[config.mk]
export PLATFORM = sky130hd
export DESIGN_NAME = roi_color_mean_classifier_flat
export DESIGN_NICKNAME = d
export VERILOG_FILES = /design/src/rtl/core/rcmc_pkg.sv /design/src/rtl/core/rcmc_if.sv /design/src/rtl/core/rcmc_front.sv /design/src/rtl/core/rcmc_queue.sv /design/src/rtl/core/rcmc_back.sv /design/src/rtl/core/roi_color_mean_classifier.sv /design/src/flat_wrapper.sv
export SDC_FILE = /design/constraint.sdc
export NUM_CORES = 1
export LEC_CHECK = 0
export BUFFER_PORTS_ARGS = -buffer_cell sky130_fd_sc_hd__clkbuf_2
export CAP_MARGIN = 20
export CORE_MARGIN = 5
export CORE_UTILIZATION = 30
export CTS_CLUSTER_DIAMETER = 40
export CTS_CLUSTER_SIZE = 28
export DETAILED_ROUTE_END_ITERATION = 7
export SLEW_MARGIN = 20
export SYNTH_ARGS = -nofsm -noshare
export SYNTH_HDL_FRONTEND = slang
export SYNTH_SLANG_ARGS = --single-unit
export TNS_END_PERCENT = 20
[constraint.sdc]
create_clock -name clock -period 5.12 [get_ports clock]
set_input_delay 1.024 -clock clock [delete_from_list [all_inputs] [get_ports clock]]
set_output_delay 1.024 -clock clock [all_outputs]
set_load 0.01 [all_outputs]
[src/rtl/core/rcmc_pkg.sv]
// ----------------------------------------------------------------------------
// rcmc_pkg
// Types, constants and helpers shared by the ROI mean color classifier.
// ----------------------------------------------------------------------------
`default_nettype none

package rcmc_pkg;

   localparam int MAX_LINE_WIDTH = 1024;
   localparam int MAX_ROWS       = 1024;

   localparam int COL_W   = $clog2(MAX_LINE_WIDTH);
   localparam int ROW_W   = $clog2(MAX_ROWS);
   localparam int WIN_W   = 10;
   localparam int LINE_W  = 11;
   localparam int LEVEL_W = 5;
   localparam int CNT_W   = 20;
   localparam int SUM_W   = 25;
   localparam int QUO_W   = 5;
   localparam int STEP_W  = $clog2(QUO_W);
   localparam int WIDE_W  = (COL_W > ROW_W) ? COL_W : ROW_W;
   localparam int CMP_W   = ((WIDE_W > LINE_W) ? WIDE_W : LINE_W) + 1;

   localparam int CSR_IDX_W  = 4;
   localparam int CSR_DATA_W = 11;

   localparam int QUEUE_DEPTH = 2;
   localparam int QPTR_W      = $clog2(QUEUE_DEPTH);

   localparam logic [CNT_W-1:0] CNT_MAX = {CNT_W{1'b1}};

   typedef enum logic [CSR_IDX_W-1:0] {
      REG_ROW_FIRST   = 4'd0,
      REG_ROW_LAST    = 4'd1,
      REG_COL_FIRST   = 4'd2,
      REG_COL_LAST    = 4'd3,
      REG_LINE_WIDTH  = 4'd4,
      REG_RED_THRESH  = 4'd5,
      REG_GREEN_THRESH = 4'd6,
      REG_RED_FLOOR   = 4'd7
   } reg_index_type;

   typedef enum logic [1:0] {
      CLASS_NONE  = 2'd0,
      CLASS_RED   = 2'd1,
      CLASS_GREEN = 2'd2
   } color_class_type;

   typedef enum logic [1:0] {
      BK_IDLE,
      BK_DIVIDE,
      BK_DONE
   } bk_state_type;

   typedef struct packed {
      logic [WIN_W-1:0]   row_first;
      logic [WIN_W-1:0]   row_last;
      logic [WIN_W-1:0]   col_first;
      logic [WIN_W-1:0]   col_last;
      logic [LINE_W-1:0]  line_width;
      logic [LEVEL_W-1:0] red_threshold;
      logic [LEVEL_W-1:0] green_threshold;
      logic [LEVEL_W-1:0] red_floor;
   } cfg_type;

   typedef struct packed {
      logic [SUM_W-1:0] red_sum;
      logic [SUM_W-1:0] green_sum;
      logic [CNT_W-1:0] pixels;
   } frame_type;

   function automatic color_class_type classify(input logic [QUO_W-1:0] avg_r,
                                                input logic [QUO_W-1:0] avg_g,
                                                input cfg_type cfg);
      color_class_type cls;
      cls = CLASS_NONE;
      if (avg_r > cfg.red_threshold) begin
         cls = CLASS_RED;
      end else if (avg_g > cfg.green_threshold && avg_r > cfg.red_floor &&
                   avg_g > avg_r) begin
         cls = CLASS_GREEN;
      end
      return cls;
   endfunction

endpackage

`default_nettype wire

[src/rtl/core/rcmc_if.sv]
// ----------------------------------------------------------------------------
// rcmc channel interfaces
// Pixel request, result response and register write channels.
// ----------------------------------------------------------------------------
`default_nettype none

interface rcmc_req_if;
   logic        valid;
   logic        ready;
   logic [15:0] pixel;
   logic        last_in_frame;
   modport source (output valid, output pixel, output last_in_frame, input ready);
   modport sink   (input valid, input pixel, input last_in_frame, output ready);
endinterface

interface rcmc_rsp_if;
   logic                         valid;
   logic                         ready;
   logic [rcmc_pkg::QUO_W-1:0]   average_red;
   logic [rcmc_pkg::QUO_W-1:0]   average_green;
   logic [1:0]                   color_class;
   modport source (output valid, output average_red, output average_green,
                   output color_class, input ready);
   modport sink   (input valid, input average_red, input average_green,
                   input color_class, output ready);
endinterface

interface rcmc_csr_if;
   logic                              valid;
   logic                              ready;
   logic [rcmc_pkg::CSR_IDX_W-1:0]    index;
   logic [rcmc_pkg::CSR_DATA_W-1:0]   data;
   modport source (output valid, output index, output data, input ready);
   modport sink   (input valid, input index, input data, output ready);
endinterface

`default_nettype wire

[src/rtl/core/rcmc_front.sv]
// ----------------------------------------------------------------------------
// rcmc_front
// Register file, raster position tracking and window accumulation.
// ----------------------------------------------------------------------------
`default_nettype none

module rcmc_front (
   input  wire logic                clock,
   input  wire logic                reset,
   rcmc_req_if.sink                 req,
   rcmc_csr_if.sink                 csr,
   input  wire logic                q_full,
   output logic                     q_push,
   output rcmc_pkg::frame_type      q_data,
   output rcmc_pkg::cfg_type        cfg
);

   rcmc_pkg::cfg_type                cfg_ff, cfg_in;
   logic [rcmc_pkg::COL_W-1:0]       col_ff, col_in;
   logic [rcmc_pkg::ROW_W-1:0]       row_ff, row_in;
   logic [rcmc_pkg::SUM_W-1:0]       red_ff, red_in, red_add;
   logic [rcmc_pkg::SUM_W-1:0]       green_ff, green_in, green_add;
   logic [rcmc_pkg::CNT_W-1:0]       cnt_ff, cnt_in, cnt_add;
   logic [rcmc_pkg::CMP_W-1:0]       eff_width;
   logic [rcmc_pkg::CMP_W-1:0]       row_w, col_w;
   logic                             in_win;
   logic                             accept;

   assign cfg       = cfg_ff;
   assign csr.ready = 1'b1;
   assign req.ready = !q_full;
   assign accept    = req.valid && req.ready;

   always_comb begin
      cfg_in = cfg_ff;
      if (csr.valid) begin
         case (csr.index)
            rcmc_pkg::REG_ROW_FIRST:    cfg_in.row_first  = csr.data[rcmc_pkg::WIN_W-1:0];
            rcmc_pkg::REG_ROW_LAST:     cfg_in.row_last   = csr.data[rcmc_pkg::WIN_W-1:0];
            rcmc_pkg::REG_COL_FIRST:    cfg_in.col_first  = csr.data[rcmc_pkg::WIN_W-1:0];
            rcmc_pkg::REG_COL_LAST:     cfg_in.col_last   = csr.data[rcmc_pkg::WIN_W-1:0];
            rcmc_pkg::REG_LINE_WIDTH:   cfg_in.line_width = csr.data[rcmc_pkg::LINE_W-1:0];
            rcmc_pkg::REG_RED_THRESH:
               cfg_in.red_threshold = csr.data[rcmc_pkg::LEVEL_W-1:0];
            rcmc_pkg::REG_GREEN_THRESH:
               cfg_in.green_threshold = csr.data[rcmc_pkg::LEVEL_W-1:0];
            rcmc_pkg::REG_RED_FLOOR:
               cfg_in.red_floor = csr.data[rcmc_pkg::LEVEL_W-1:0];
            default: ;
         endcase
      end
   end

   always_comb begin
      row_w = rcmc_pkg::CMP_W'(row_ff);
      col_w = rcmc_pkg::CMP_W'(col_ff);

      if (cfg_ff.line_width == '0) begin
         eff_width = rcmc_pkg::CMP_W'(1);
      end else if (rcmc_pkg::CMP_W'(cfg_ff.line_width) >
                   rcmc_pkg::CMP_W'(rcmc_pkg::MAX_LINE_WIDTH)) begin
         eff_width = rcmc_pkg::CMP_W'(rcmc_pkg::MAX_LINE_WIDTH);
      end else begin
         eff_width = rcmc_pkg::CMP_W'(cfg_ff.line_width);
      end

      in_win = row_w >= rcmc_pkg::CMP_W'(cfg_ff.row_first) &&
               row_w <= rcmc_pkg::CMP_W'(cfg_ff.row_last) &&
               col_w >= rcmc_pkg::CMP_W'(cfg_ff.col_first) &&
               col_w <= rcmc_pkg::CMP_W'(cfg_ff.col_last) &&
               cnt_ff != rcmc_pkg::CNT_MAX;

      red_add   = red_ff;
      green_add = green_ff;
      cnt_add   = cnt_ff;
      if (in_win) begin
         red_add   = red_ff + rcmc_pkg::SUM_W'(req.pixel[15:11]);
         green_add = green_ff + rcmc_pkg::SUM_W'(req.pixel[10:6]);
         cnt_add   = cnt_ff + rcmc_pkg::CNT_W'(1);
      end

      q_data.red_sum   = red_add;
      q_data.green_sum = green_add;
      q_data.pixels    = cnt_add;
      q_push           = accept && req.last_in_frame;

      col_in   = col_ff;
      row_in   = row_ff;
      red_in   = red_ff;
      green_in = green_ff;
      cnt_in   = cnt_ff;
      if (accept) begin
         if (req.last_in_frame) begin
            col_in   = '0;
            row_in   = '0;
            red_in   = '0;
            green_in = '0;
            cnt_in   = '0;
         end else begin
            red_in   = red_add;
            green_in = green_add;
            cnt_in   = cnt_add;
            if (col_w + rcmc_pkg::CMP_W'(1) >= eff_width) begin
               col_in = '0;
               if (row_w + rcmc_pkg::CMP_W'(1) >= rcmc_pkg::CMP_W'(rcmc_pkg::MAX_ROWS)) begin
                  row_in = '0;
               end else begin
                  row_in = row_ff + rcmc_pkg::ROW_W'(1);
               end
            end else begin
               col_in = col_ff + rcmc_pkg::COL_W'(1);
            end
         end
      end
   end

   always_ff @(posedge clock) begin
      if (reset) begin
         cfg_ff.row_first       <= rcmc_pkg::WIN_W'(187);
         cfg_ff.row_last        <= rcmc_pkg::WIN_W'(233);
         cfg_ff.col_first       <= rcmc_pkg::WIN_W'(154);
         cfg_ff.col_last        <= rcmc_pkg::WIN_W'(186);
         cfg_ff.line_width      <= rcmc_pkg::LINE_W'(320);
         cfg_ff.red_threshold   <= rcmc_pkg::LEVEL_W'(30);
         cfg_ff.green_threshold <= rcmc_pkg::LEVEL_W'(20);
         cfg_ff.red_floor       <= rcmc_pkg::LEVEL_W'(10);
         col_ff   <= '0;
         row_ff   <= '0;
         red_ff   <= '0;
         green_ff <= '0;
         cnt_ff   <= '0;
      end else begin
         cfg_ff   <= cfg_in;
         col_ff   <= col_in;
         row_ff   <= row_in;
         red_ff   <= red_in;
         green_ff <= green_in;
         cnt_ff   <= cnt_in;
      end
   end

endmodule

`default_nettype wire

[src/rtl/core/rcmc_queue.sv]
// ----------------------------------------------------------------------------
// rcmc_queue
// Short FIFO of finished frame totals between accumulator and divider.
// ----------------------------------------------------------------------------
`default_nettype none

module rcmc_queue (
   input  wire logic                  clock,
   input  wire logic                  reset,
   input  wire logic                  push,
   input  wire rcmc_pkg::frame_type   push_data,
   input  wire logic                  pop,
   output rcmc_pkg::frame_type        pop_data,
   output logic                       full,
   output logic                       empty
);

   rcmc_pkg::frame_type               mem_ff [rcmc_pkg::QUEUE_DEPTH];
   logic [rcmc_pkg::QPTR_W-1:0]       wr_ff, wr_in;
   logic [rcmc_pkg::QPTR_W-1:0]       rd_ff, rd_in;
   logic [rcmc_pkg::QPTR_W:0]         fill_ff, fill_in;

   assign full     = fill_ff == (rcmc_pkg::QPTR_W+1)'(rcmc_pkg::QUEUE_DEPTH);
   assign empty    = fill_ff == '0;
   assign pop_data = mem_ff[rd_ff];

   always_comb begin
      wr_in   = wr_ff;
      rd_in   = rd_ff;
      fill_in = fill_ff;
      if (push) begin
         wr_in = (wr_ff == rcmc_pkg::QPTR_W'(rcmc_pkg::QUEUE_DEPTH-1)) ? '0 :
                 wr_ff + rcmc_pkg::QPTR_W'(1);
      end
      if (pop) begin
         rd_in = (rd_ff == rcmc_pkg::QPTR_W'(rcmc_pkg::QUEUE_DEPTH-1)) ? '0 :
                 rd_ff + rcmc_pkg::QPTR_W'(1);
      end
      if (push && !pop) begin
         fill_in = fill_ff + (rcmc_pkg::QPTR_W+1)'(1);
      end else if (pop && !push) begin
         fill_in = fill_ff - (rcmc_pkg::QPTR_W+1)'(1);
      end
   end

   always_ff @(posedge clock) begin
      if (push) begin
         mem_ff[wr_ff] <= push_data;
      end
   end

   always_ff @(posedge clock) begin
      if (reset) begin
         wr_ff   <= '0;
         rd_ff   <= '0;
         fill_ff <= '0;
      end else begin
         wr_ff   <= wr_in;
         rd_ff   <= rd_in;
         fill_ff <= fill_in;
      end
   end

endmodule

`default_nettype wire

[src/rtl/core/rcmc_back.sv]
// ----------------------------------------------------------------------------
// rcmc_back
// Bit-serial mean divider, color classification and result register.
// ----------------------------------------------------------------------------
`default_nettype none

module rcmc_back (
   input  wire logic                  clock,
   input  wire logic                  reset,
   input  wire logic                  q_empty,
   input  wire rcmc_pkg::frame_type   q_data,
   output logic                       q_pop,
   input  wire rcmc_pkg::cfg_type     cfg,
   rcmc_rsp_if.source                 rsp
);

   rcmc_pkg::bk_state_type            state_ff, state_in;
   logic [rcmc_pkg::SUM_W-1:0]        rem_r_ff, rem_r_in;
   logic [rcmc_pkg::SUM_W-1:0]        rem_g_ff, rem_g_in;
   logic [rcmc_pkg::CNT_W-1:0]        div_ff, div_in;
   logic [rcmc_pkg::STEP_W-1:0]       step_ff, step_in;
   logic [rcmc_pkg::QUO_W-1:0]        quo_r_ff, quo_r_in;
   logic [rcmc_pkg::QUO_W-1:0]        quo_g_ff, quo_g_in;
   logic                              valid_ff, valid_in;
   logic [rcmc_pkg::QUO_W-1:0]        avg_r_ff, avg_r_in;
   logic [rcmc_pkg::QUO_W-1:0]        avg_g_ff, avg_g_in;
   rcmc_pkg::color_class_type         cls_ff, cls_in;
   logic [rcmc_pkg::SUM_W-1:0]        trial;
   logic                              out_free;

   assign rsp.valid         = valid_ff;
   assign rsp.average_red   = avg_r_ff;
   assign rsp.average_green = avg_g_ff;
   assign rsp.color_class   = cls_ff;
   assign out_free          = !valid_ff || rsp.ready;
   assign trial             = rcmc_pkg::SUM_W'(div_ff) << step_ff;

   always_comb begin
      state_in = state_ff;
      rem_r_in = rem_r_ff;
      rem_g_in = rem_g_ff;
      div_in   = div_ff;
      step_in  = step_ff;
      quo_r_in = quo_r_ff;
      quo_g_in = quo_g_ff;
      avg_r_in = avg_r_ff;
      avg_g_in = avg_g_ff;
      cls_in   = cls_ff;
      valid_in = valid_ff && !rsp.ready;
      q_pop    = 1'b0;

      case (state_ff)
         rcmc_pkg::BK_IDLE: begin
            if (!q_empty) begin
               q_pop    = 1'b1;
               rem_r_in = q_data.red_sum;
               rem_g_in = q_data.green_sum;
               div_in   = q_data.pixels;
               step_in  = rcmc_pkg::STEP_W'(rcmc_pkg::QUO_W-1);
               quo_r_in = '0;
               quo_g_in = '0;
               state_in = rcmc_pkg::BK_DIVIDE;
            end
         end
         rcmc_pkg::BK_DIVIDE: begin
            if (rem_r_ff >= trial) begin
               rem_r_in          = rem_r_ff - trial;
               quo_r_in[step_ff] = 1'b1;
            end
            if (rem_g_ff >= trial) begin
               rem_g_in          = rem_g_ff - trial;
               quo_g_in[step_ff] = 1'b1;
            end
            if (step_ff == '0) begin
               state_in = rcmc_pkg::BK_DONE;
            end else begin
               step_in = step_ff - rcmc_pkg::STEP_W'(1);
            end
         end
         rcmc_pkg::BK_DONE: begin
            if (out_free) begin
               valid_in = 1'b1;
               // empty window: divider result is meaningless
               if (div_ff == '0) begin
                  avg_r_in = '0;
                  avg_g_in = '0;
                  cls_in   = rcmc_pkg::CLASS_NONE;
               end else begin
                  avg_r_in = quo_r_ff;
                  avg_g_in = quo_g_ff;
                  cls_in   = rcmc_pkg::classify(quo_r_ff, quo_g_ff, cfg);
               end
               state_in = rcmc_pkg::BK_IDLE;
            end
         end
         default: state_in = rcmc_pkg::BK_IDLE;
      endcase
   end

   always_ff @(posedge clock) begin
      rem_r_ff <= rem_r_in;
      rem_g_ff <= rem_g_in;
      div_ff   <= div_in;
      step_ff  <= step_in;
      quo_r_ff <= quo_r_in;
      quo_g_ff <= quo_g_in;
      avg_r_ff <= avg_r_in;
      avg_g_ff <= avg_g_in;
      cls_ff   <= cls_in;
   end

   always_ff @(posedge clock) begin
      if (reset) begin
         state_ff <= rcmc_pkg::BK_IDLE;
         valid_ff <= 1'b0;
      end else begin
         state_ff <= state_in;
         valid_ff <= valid_in;
      end
   end

endmodule

`default_nettype wire

[src/rtl/core/roi_color_mean_classifier.sv]
// ----------------------------------------------------------------------------
// roi_color_mean_classifier
// Mean red/green over a rectangular window of an RGB565 frame, with class.
// ----------------------------------------------------------------------------
// Usage:
//   req_ch  : one RGB565 pixel per beat in raster order; last_in_frame marks
//             the final pixel. Row and column are counted internally.
//   rsp_ch  : one beat per frame with average_red, average_green, color_class.
//   csr_ch  : register writes (index, data), always ready; write only while
//             no frame result is outstanding.
// Throughput: one pixel per cycle. Pixels stall only while two frame totals
//   are queued ahead of the divider.
// Result path: the last pixel beat pushes its totals into the queue, then
//   queue pop, 5 divide steps of the shared bit-serial divider, result load.
//   The divider takes a new frame only after the last result is loaded.
// Reset: registers take their default window and thresholds, counters and
//   sums clear, no result pending.
// A stalled response holds in the result register; the divider waits behind
//   it and the totals queue absorbs up to two more frames.
// ----------------------------------------------------------------------------
`default_nettype none

module roi_color_mean_classifier (
   input  wire logic    clock,
   input  wire logic    reset,
   rcmc_req_if.sink     req_ch,
   rcmc_rsp_if.source   rsp_ch,
   rcmc_csr_if.sink     csr_ch
);

   rcmc_pkg::frame_type push_data;
   rcmc_pkg::frame_type pop_data;
   rcmc_pkg::cfg_type   cfg;
   logic                q_push;
   logic                q_pop;
   logic                q_full;
   logic                q_empty;

   rcmc_front u_front (
      .clock  (clock),
      .reset  (reset),
      .req    (req_ch),
      .csr    (csr_ch),
      .q_full (q_full),
      .q_push (q_push),
      .q_data (push_data),
      .cfg    (cfg)
   );

   rcmc_queue u_queue (
      .clock     (clock),
      .reset     (reset),
      .push      (q_push),
      .push_data (push_data),
      .pop       (q_pop),
      .pop_data  (pop_data),
      .full      (q_full),
      .empty     (q_empty)
   );

   rcmc_back u_back (
      .clock   (clock),
      .reset   (reset),
      .q_empty (q_empty),
      .q_data  (pop_data),
      .q_pop   (q_pop),
      .cfg     (cfg),
      .rsp     (rsp_ch)
   );

endmodule

`default_nettype wire

[src/flat_wrapper.sv]
// flat-port wrapper written by rule: the top's interface ports become plain ports
module roi_color_mean_classifier_flat 
  (clock, reset, req_ch_valid, req_ch_pixel, req_ch_last_in_frame, req_ch_ready, rsp_ch_valid, rsp_ch_average_red, rsp_ch_average_green, rsp_ch_color_class, rsp_ch_ready, csr_ch_valid, csr_ch_index, csr_ch_data, csr_ch_ready);
  rcmc_req_if req_ch_i ();
  rcmc_rsp_if rsp_ch_i ();
  rcmc_csr_if csr_ch_i ();
  input  wire logic clock;
  input  wire logic reset;
  input wire logic [$bits(req_ch_i.valid)-1:0] req_ch_valid;
  input wire logic [$bits(req_ch_i.pixel)-1:0] req_ch_pixel;
  input wire logic [$bits(req_ch_i.last_in_frame)-1:0] req_ch_last_in_frame;
  output wire logic [$bits(req_ch_i.ready)-1:0] req_ch_ready;
  output wire logic [$bits(rsp_ch_i.valid)-1:0] rsp_ch_valid;
  output wire logic [$bits(rsp_ch_i.average_red)-1:0] rsp_ch_average_red;
  output wire logic [$bits(rsp_ch_i.average_green)-1:0] rsp_ch_average_green;
  output wire logic [$bits(rsp_ch_i.color_class)-1:0] rsp_ch_color_class;
  input wire logic [$bits(rsp_ch_i.ready)-1:0] rsp_ch_ready;
  input wire logic [$bits(csr_ch_i.valid)-1:0] csr_ch_valid;
  input wire logic [$bits(csr_ch_i.index)-1:0] csr_ch_index;
  input wire logic [$bits(csr_ch_i.data)-1:0] csr_ch_data;
  output wire logic [$bits(csr_ch_i.ready)-1:0] csr_ch_ready;
  assign req_ch_i.valid = req_ch_valid;
  assign req_ch_i.pixel = req_ch_pixel;
  assign req_ch_i.last_in_frame = req_ch_last_in_frame;
  assign req_ch_ready = req_ch_i.ready;
  assign rsp_ch_valid = rsp_ch_i.valid;
  assign rsp_ch_average_red = rsp_ch_i.average_red;
  assign rsp_ch_average_green = rsp_ch_i.average_green;
  assign rsp_ch_color_class = rsp_ch_i.color_class;
  assign rsp_ch_i.ready = rsp_ch_ready;
  assign csr_ch_i.valid = csr_ch_valid;
  assign csr_ch_i.index = csr_ch_index;
  assign csr_ch_i.data = csr_ch_data;
  assign csr_ch_ready = csr_ch_i.ready;
  roi_color_mean_classifier u_core (.clock(clock), .reset(reset), .req_ch(req_ch_i), .rsp_ch(rsp_ch_i), .csr_ch(csr_ch_i));
endmodule
**Word-level counts from Yosys, hierarchy flattened**

Memory sizes are Yosys's and may differ from the RTL's. A register that Yosys moved wholly into a read port is not among the register bits.
Cells that the tools add are included.

- Muxes and demuxes: 47
- $add $sub $neg: 14
- Order comparisons: 15
- Bitwise logic cells: 3
- Shifts and indexed selects: 1
- Reduce and logical (&&, ||, !) cells: 43
- Eq/ne operators: 17

Operators by type and width:

| operator | number |
|---|---|
| two-way mux 25 bit | 8 |
| case mux 25 bit (2 select lines) | 2 |
| adder 25 x 5 -> 25 bit | 2 |
| greater-or-equal comparator 25 bit | 2 |
| two-way mux 10 bit | 5 |
| subtractor 25 bit | 2 |
| two-way mux 20 bit | 2 |
| << shifter 20 x 3 -> 25 bit | 1 |
| adder 10 x 1 -> 11 bit, second input constant | 2 |
| two-way mux 11 bit | 2 |
| AND reduction 2 bit | 11 |
| adder 10 x 1 -> 10 bit, second input constant | 2 |
| adder 20 x 1 -> 20 bit, second input constant | 1 |
| greater-or-equal comparator 10 bit | 2 |
| > comparator 5 bit | 4 |
| less-or-equal comparator 10 bit | 2 |
| logical NOT 20 bit | 1 |
| != test 20 bit, second input constant | 1 |
| case mux 5 bit (2 select lines) | 2 |
| == test 4 x 3 -> 1 bit, second input constant | 4 |
| two-way mux 5 bit | 3 |
| greater-or-equal comparator 11 x 12 -> 1 bit | 1 |
| logical AND 1 bit | 12 |
| two-way mux 1 bit | 12 |
| 29 further kinds | 54 |

- Bits in writable memories: 140
- Logic and storage cells: 169
- Register bits: 258
- Memories kept: 1
- Input port bits: 37
- Output and inout bits: 15

Memory list:

| memory | words | width | read ports | clocked after Yosys merged registers in | write ports | line | text |
|---|---|---|---|---|---|---|---|
| u_core.u_queue.mem_ff | 2 | 70 | 1 | 1 | 1 | rcmc_queue.sv:18 | `rcmc_pkg::frame_type mem_ff [rcmc_pkg::QUEUE_DEPTH];` |

**Logic depth before layout (Yosys ltp)**

- Depth in word-level cells: 8
- Gate-level depth with buffers: 16
- Mapped depth without buffers: 15

**Cells and area by module**

From an unflattened synthesis, not the netlist that was laid out.

- Cell total of the unflattened synthesis: 2,231
- Area total of the unflattened synthesis: 22,455.3 um^2

By module, submodules not included:

| module | area an instance (um^2) | cells each | times used | seq. area each (um^2) |
|---|---|---|---|---|
| rcmc_front | 9,515.4 | 1,192 | 1 | 3,123.0 |
| rcmc_back | 7,656.1 | 799 | 1 | 2,912.8 |
| rcmc_queue | 5,283.8 | 240 | 1 | 4,304.1 |

**Worst setup path before layout**

No wires, ideal clock.

- Kind: register to register
- Start: reg u_core.u_back.step_ff[0] (netlist bit)
- End: reg u_core.u_back.quo_g_ff[0] (netlist bit) (enable)
- Setup time: 427 ps
- Buffers on the path: 2
- Path slack: -63 ps
- Period minus slack after synthesis: 5,183 ps
- Required time: 4,693 ps
- Data arrival time: 4,756 ps
- Cell stages (with the launch flop): 14
- Cell sequence: edfxtp_1 -> clkbuf_1 -> buf_1 -> clkinv_1 -> a21oi_1 -> mux2i_1 -> ha_1 -> and3_1 -> nand3_1 -> a211oi_1 -> o211ai_1 -> a21oi_1 -> o2111ai_1 -> a21oi_1

- Word-level cells in the longest chain between the ends: 4

Ends and longest elaborated chain:

| item | line | text |
|---|---|---|
| from (decl) | rcmc_back.sv:21 | `logic [rcmc_pkg::STEP_W-1:0] step_ff, step_in;` |
| from (signal assigned) | rcmc_back.sv:104 | `step_ff <= step_in;` |
| << shifter 20 x 3 -> 25 bit | rcmc_back.sv:36 | `assign trial = rcmc_pkg::SUM_W'(div_ff) << step_ff;` |
| greater-or-equal comparator 25 bit | rcmc_back.sv:70 | `if (rem_g_ff >= trial) begin` |
| != test 2 bit (no line) | -- |  |
| AND reduction 3 bit (no line) | -- |  |
| to (signal assigned) | rcmc_back.sv:106 | `quo_g_ff <= quo_g_in;` |
| to (decl) | rcmc_back.sv:23 | `logic [rcmc_pkg::QUO_W-1:0] quo_g_ff, quo_g_in;` |

Every way passes these cells.
A chain may end at the register's enable or synchronous reset.

**Worst setup path after layout**

- Start: reg u_core.u_back.step_ff[0] (netlist bit)
- End: reg u_core.u_back.quo_r_ff[2] (netlist bit) (enable)

- Word-level cells in the longest chain between the ends: 4

Ends and longest elaborated chain:

| item | line | text |
|---|---|---|
| << shifter 20 x 3 -> 25 bit | rcmc_back.sv:36 |  |
| greater-or-equal comparator 25 bit | rcmc_back.sv:66 | `if (rem_r_ff >= trial) begin` |
| != test 2 bit (no line) | -- |  |
| AND reduction 3 bit (no line) | -- |  |
| to (signal assigned) | rcmc_back.sv:105 | `quo_r_ff <= quo_r_in;` |
| to (decl) | rcmc_back.sv:22 | `logic [rcmc_pkg::QUO_W-1:0] quo_r_ff, quo_r_in;` |

Every way passes these cells.

==> flow_metrics.tcl <==
set metrics [dict create \
    syn_inst 2297 \
    total_power_mw 15.4 \
    placed_cell_area_mm2 0.0241 \
    place_congestion 0.858 \
    detail-route-antenna-nets 0 \
    p_int_mw 9.35 \
    grt_max_degree 95 \
    dr_total_vias 17210 \
    clk_pin_slew_worst_paths_ps 60 \
    seq_power_share_pct 28.9 \
    htreeDepth 2 \
    dpl.hpwl_mm 39.7 \
    hold_ws_ps 454 \
    setup_viol 0 \
    drv_cap 0 \
    period_minus_slack_ps 4630 \
    rr_startpoint "u_core.u_back.step_ff[0]$_SDFFCE_PN0P_" \
    cp_common_cell "a21oi_1" \
    drc 0 \
    final-hold-violation-count 0 \
    vias_per_cell 5.17 \
    n_antenna_cell 0 \
    peakVddDrop_mv 0.298 \
    cts_buffers 60 \
    pwr-share-clk_pct 27.5 \
    clock_path_buffers 3 \
    grt.total_usage_pct 13.6 \
    power_frac_comb_pct 43.5 \
    worst_path_max_delay_cell "o311ai_0" \
    syn_nets 2475 \
    firstDrtPassIters 6 \
    slew_headroom_pct 25.3 \
    die_w_um 286 \
    fin_crit_sh_pct 90.3 \
    slew_violations 0 \
    ys_seq_area_share_pct 45.4 \
    synthFlopType "edfxtp_1" \
    fin_skew_ps 27.6 \
    finalWirelength_mm 57.2 \
    cp.required_ps 5440 \
    cts_root_buf "clkbuf_16" \
    num-fill-cells 7545 \
    rsz0062_at_grt "no" \
    start_util_pct 30.1 \
    row_count 101 \
    setup_tns_ps 0 \
    synth_area_leaders "edfxtp_1 (31%), dfxtp_1 (14%), ha_1 (7.5%), mux2i_1 (3.4%), nand2_1 (3.3%)" \
    postCtsSetupBuffers 0 \
    synth_edf_count 235 \
    worstHoldStart "u_core.u_front.cfg[58]$_SDFFE_PP0P_" \
    max_freq_mhz 216 \
    netlist_area_mm2 0.0228 \
    ys_ff_latch 399 \
    cp-end-kind "register" \
    cp-start-kind "register" \
    avgSynthCellArea_um2 9.91 \
    holdCritPathClass "reg2reg" \
    portBuffers 44 \
    cts_hold_buf 0 \
    post-place-ws_ps 517 \
    layout_commonest_cell "edfxtp_1" \
    layout-drive-gt1-share_pct 11.5 \
    overflow 0 \
    coreArea_mm2 0.0756 \
    synth_top_area_cell "edfxtp_1" \
    tightest_slew_ps 1120 \
    cts_resized 0 \
    p_sw_mw 6.06 \
    routedWlPerCell_um 17.2 \
    grt_antenna_before_repair 1 \
    io_pins 52 \
    pwr_density_cell_mw_per_mm2 588 \
    cts_tree "done" \
    setup_ws_ps 495 \
    p_leak_nw 9.85 \
    cts_sinks 399 \
    final_design_area_no_fill_mm2 0.0262 \
    worstPathCellList "clkinv_1, nor2_1, a21oi_1, mux2i_1, ha_1, and3_1, a221oi_1, nand2_1, o2111ai_1, a21oi_1, o311ai_0, a21oi_4, buf_4" \
    drt_iter0_drc 1252 \
    grt_pass1_wl_mm 90.6 \
    grt_pass1_vias 16264 \
    final_cell_mix "edfxtp_1 (235), nand2_1 (200), dfxtp_1 (163)" \
    crit_start "u_core.u_back.step_ff[0]$_SDFFCE_PN0P_" \
    insertion_delay_ps 620 \
    switching_share_pct 39.3 \
    cp_data_arrival_time_ps 4950 \
    synth_cell_types 76 \
    die_area_mm2 0.0815 \
    yosysTopAreaCellShare_pct 31.0 \
    crit_path_max_fanout 21 \
    fp.dieH_um 286 \
    run_status "finished clean" \
    critPathMaxStageDelay_ps 640 \
    area_growth_pct 15.1 \
    yosys_warnings 0 \
    fin_nets 2480 \
    async_flop_share_pct 0 \
    worst-setup-path-type "reg2reg" \
]
==> layer usage <==
layer | share of wire (%) | track usage (%) | up-vias
li1 | - | - | 8586
met1 | 47 | 18.9 | 8141
met2 | 45 | 21.9 | 377
met3 | 4.2 | 1.83 | 104
met4 | 3.3 | 4.54 | 2
met5 | 0.012 | 0 | -
==> area by class of cell <==
| cell class | count | area, um^2 | area share [%] |
|---|---|---|---|
| multi-input combinational | 1658 | 11600 | 44.1 |
| sequential | 399 | 10300 | 39.5 |
| clock buffer | 66 | 1600 | 6.10 |
| tap | 978 | 1220 | 4.67 |
| timing repair buffer | 80 | 566 | 2.16 |
| clock inverter | 47 | 541 | 2.06 |
| inverter | 103 | 388 | 1.48 |
==> final timing paths <==
kind | endpoint | slack (ps) | cells past startpoint
worst max-delay path | u_core.u_back.quo_r_ff[2]$_SDFFCE_PN0P_ | 490 | 13
worst min-delay path | u_core.u_front.cfg[58]$_SDFFE_PP0P_ | 450 | 2
worst max register to register | u_core.u_back.quo_r_ff[2]$_SDFFCE_PN0P_ | 490 | 13
worst min register to register | u_core.u_front.cfg[58]$_SDFFE_PP0P_ | 450 | 2
==> state kept, by name (all words and copies together) (netlist names), named ones only <==
register,count
u_core.u_front.green_ff,25
u_core.u_front.red_ff,25
u_core.u_queue.fill_ff,2
u_core.u_queue.wr_ff,1
u_core.u_front.cnt_ff,20
u_core.u_front.col_ff,10
u_core.u_front.cfg,66
u_core.u_back.state_ff,2
u_core.u_back.div_ff,20
u_core.u_back.quo_r_ff,5
u_core.u_back.quo_g_ff,5
u_core.u_front.row_ff,10
u_core.u_back.rem_r_ff,25
u_core.u_back.rsp.average_green,5
u_core.u_back.rsp.color_class,2
u_core.u_back.rem_g_ff,25
u_core.u_back.rsp.valid,1
u_core.u_queue.rd_ff,1
u_core.u_queue.mem_ff,140
u_core.u_back.step_ff,3
u_core.u_back.rsp.average_red,5
==> logic make-up after synthesis <==
kind of cell | Yosys count | share of synthesized area, %
simple gates | 790 | 17.1
compound gates | 494 | 15.0
flops | 399 | 45.4
buf+inv | 240 | 4.13
fa+ha+maj | 141 | 7.88
mux | 127 | 6.40
xor+xnor | 105 | 4.04
other cells | 1 | 0.0165
==> cells in the mapped netlist (6+ instances only) <==
cell type and count:
inv_1 99, xnor2_1 70, nand4_1 15, a211oi_1 35, or3_1 41, dfxtp_1 164, a2111o_1 6, nand4b_1 6
ha_1 137, o21bai_1 7, nor2b_1 49, or2_1 10, edfxtp_1 235, a21oi_1 129, nor3b_1 12, o21a_1 15
and4_1 6, clkbuf_1 99, nand3_1 143, nand2_1 201, nor2_1 141, o32ai_1 8, a31o_2 12, xor2_1 35
a31oi_1 16, a21o_1 41, and2_1 17, buf_2 12, o31ai_1 11, o311ai_0 19, mux2_2 39, o2111ai_1 24
nor3_1 62, o211ai_1 43, mux4_2 11, a311oi_1 10, and3_1 36, nand2b_1 21, o21ai_0 58, mux2i_1 77
a32o_1 14, nor4_1 13, buf_1 21
==> power by group through the flow <==
stage | registers [mW] | clock network (mW) | logic [mW]
2_1_floorplan | 4.36 | 0 | 5.04
3_3_place_gp | 4.52 | 0 | 6.62
3_5_place_dp | 4.53 | 0 | 6.61
4_1_cts | 4.47 | 4.33 | 6.66
5_1_grt | 4.52 | 4.48 | 7.40
6_report | 4.46 | 4.24 | 6.70
==> worst max-delay path: cells and delay by family, from the launching register on <==
kind,cells,cell delay [ps]
DFF,1,630
adders and majority gates,1,380
AOI/OAI and AO/OA,6,1640
and+or+nand+nor,3,580
buffers and inverters,2,660
muxes,1,470
==> stage by stage <==
stage / std cells / utilization [%]
after detailed placement: 3218 / 31.8
final: 3331 / 34.7
after global placement: 3217 / 31.8
after floorplan: 2297 / -
after CTS: 3331 / 34.7
after global routing: 3331 / 34.7
Note: power is estimated with default switching activity, not from simulation.
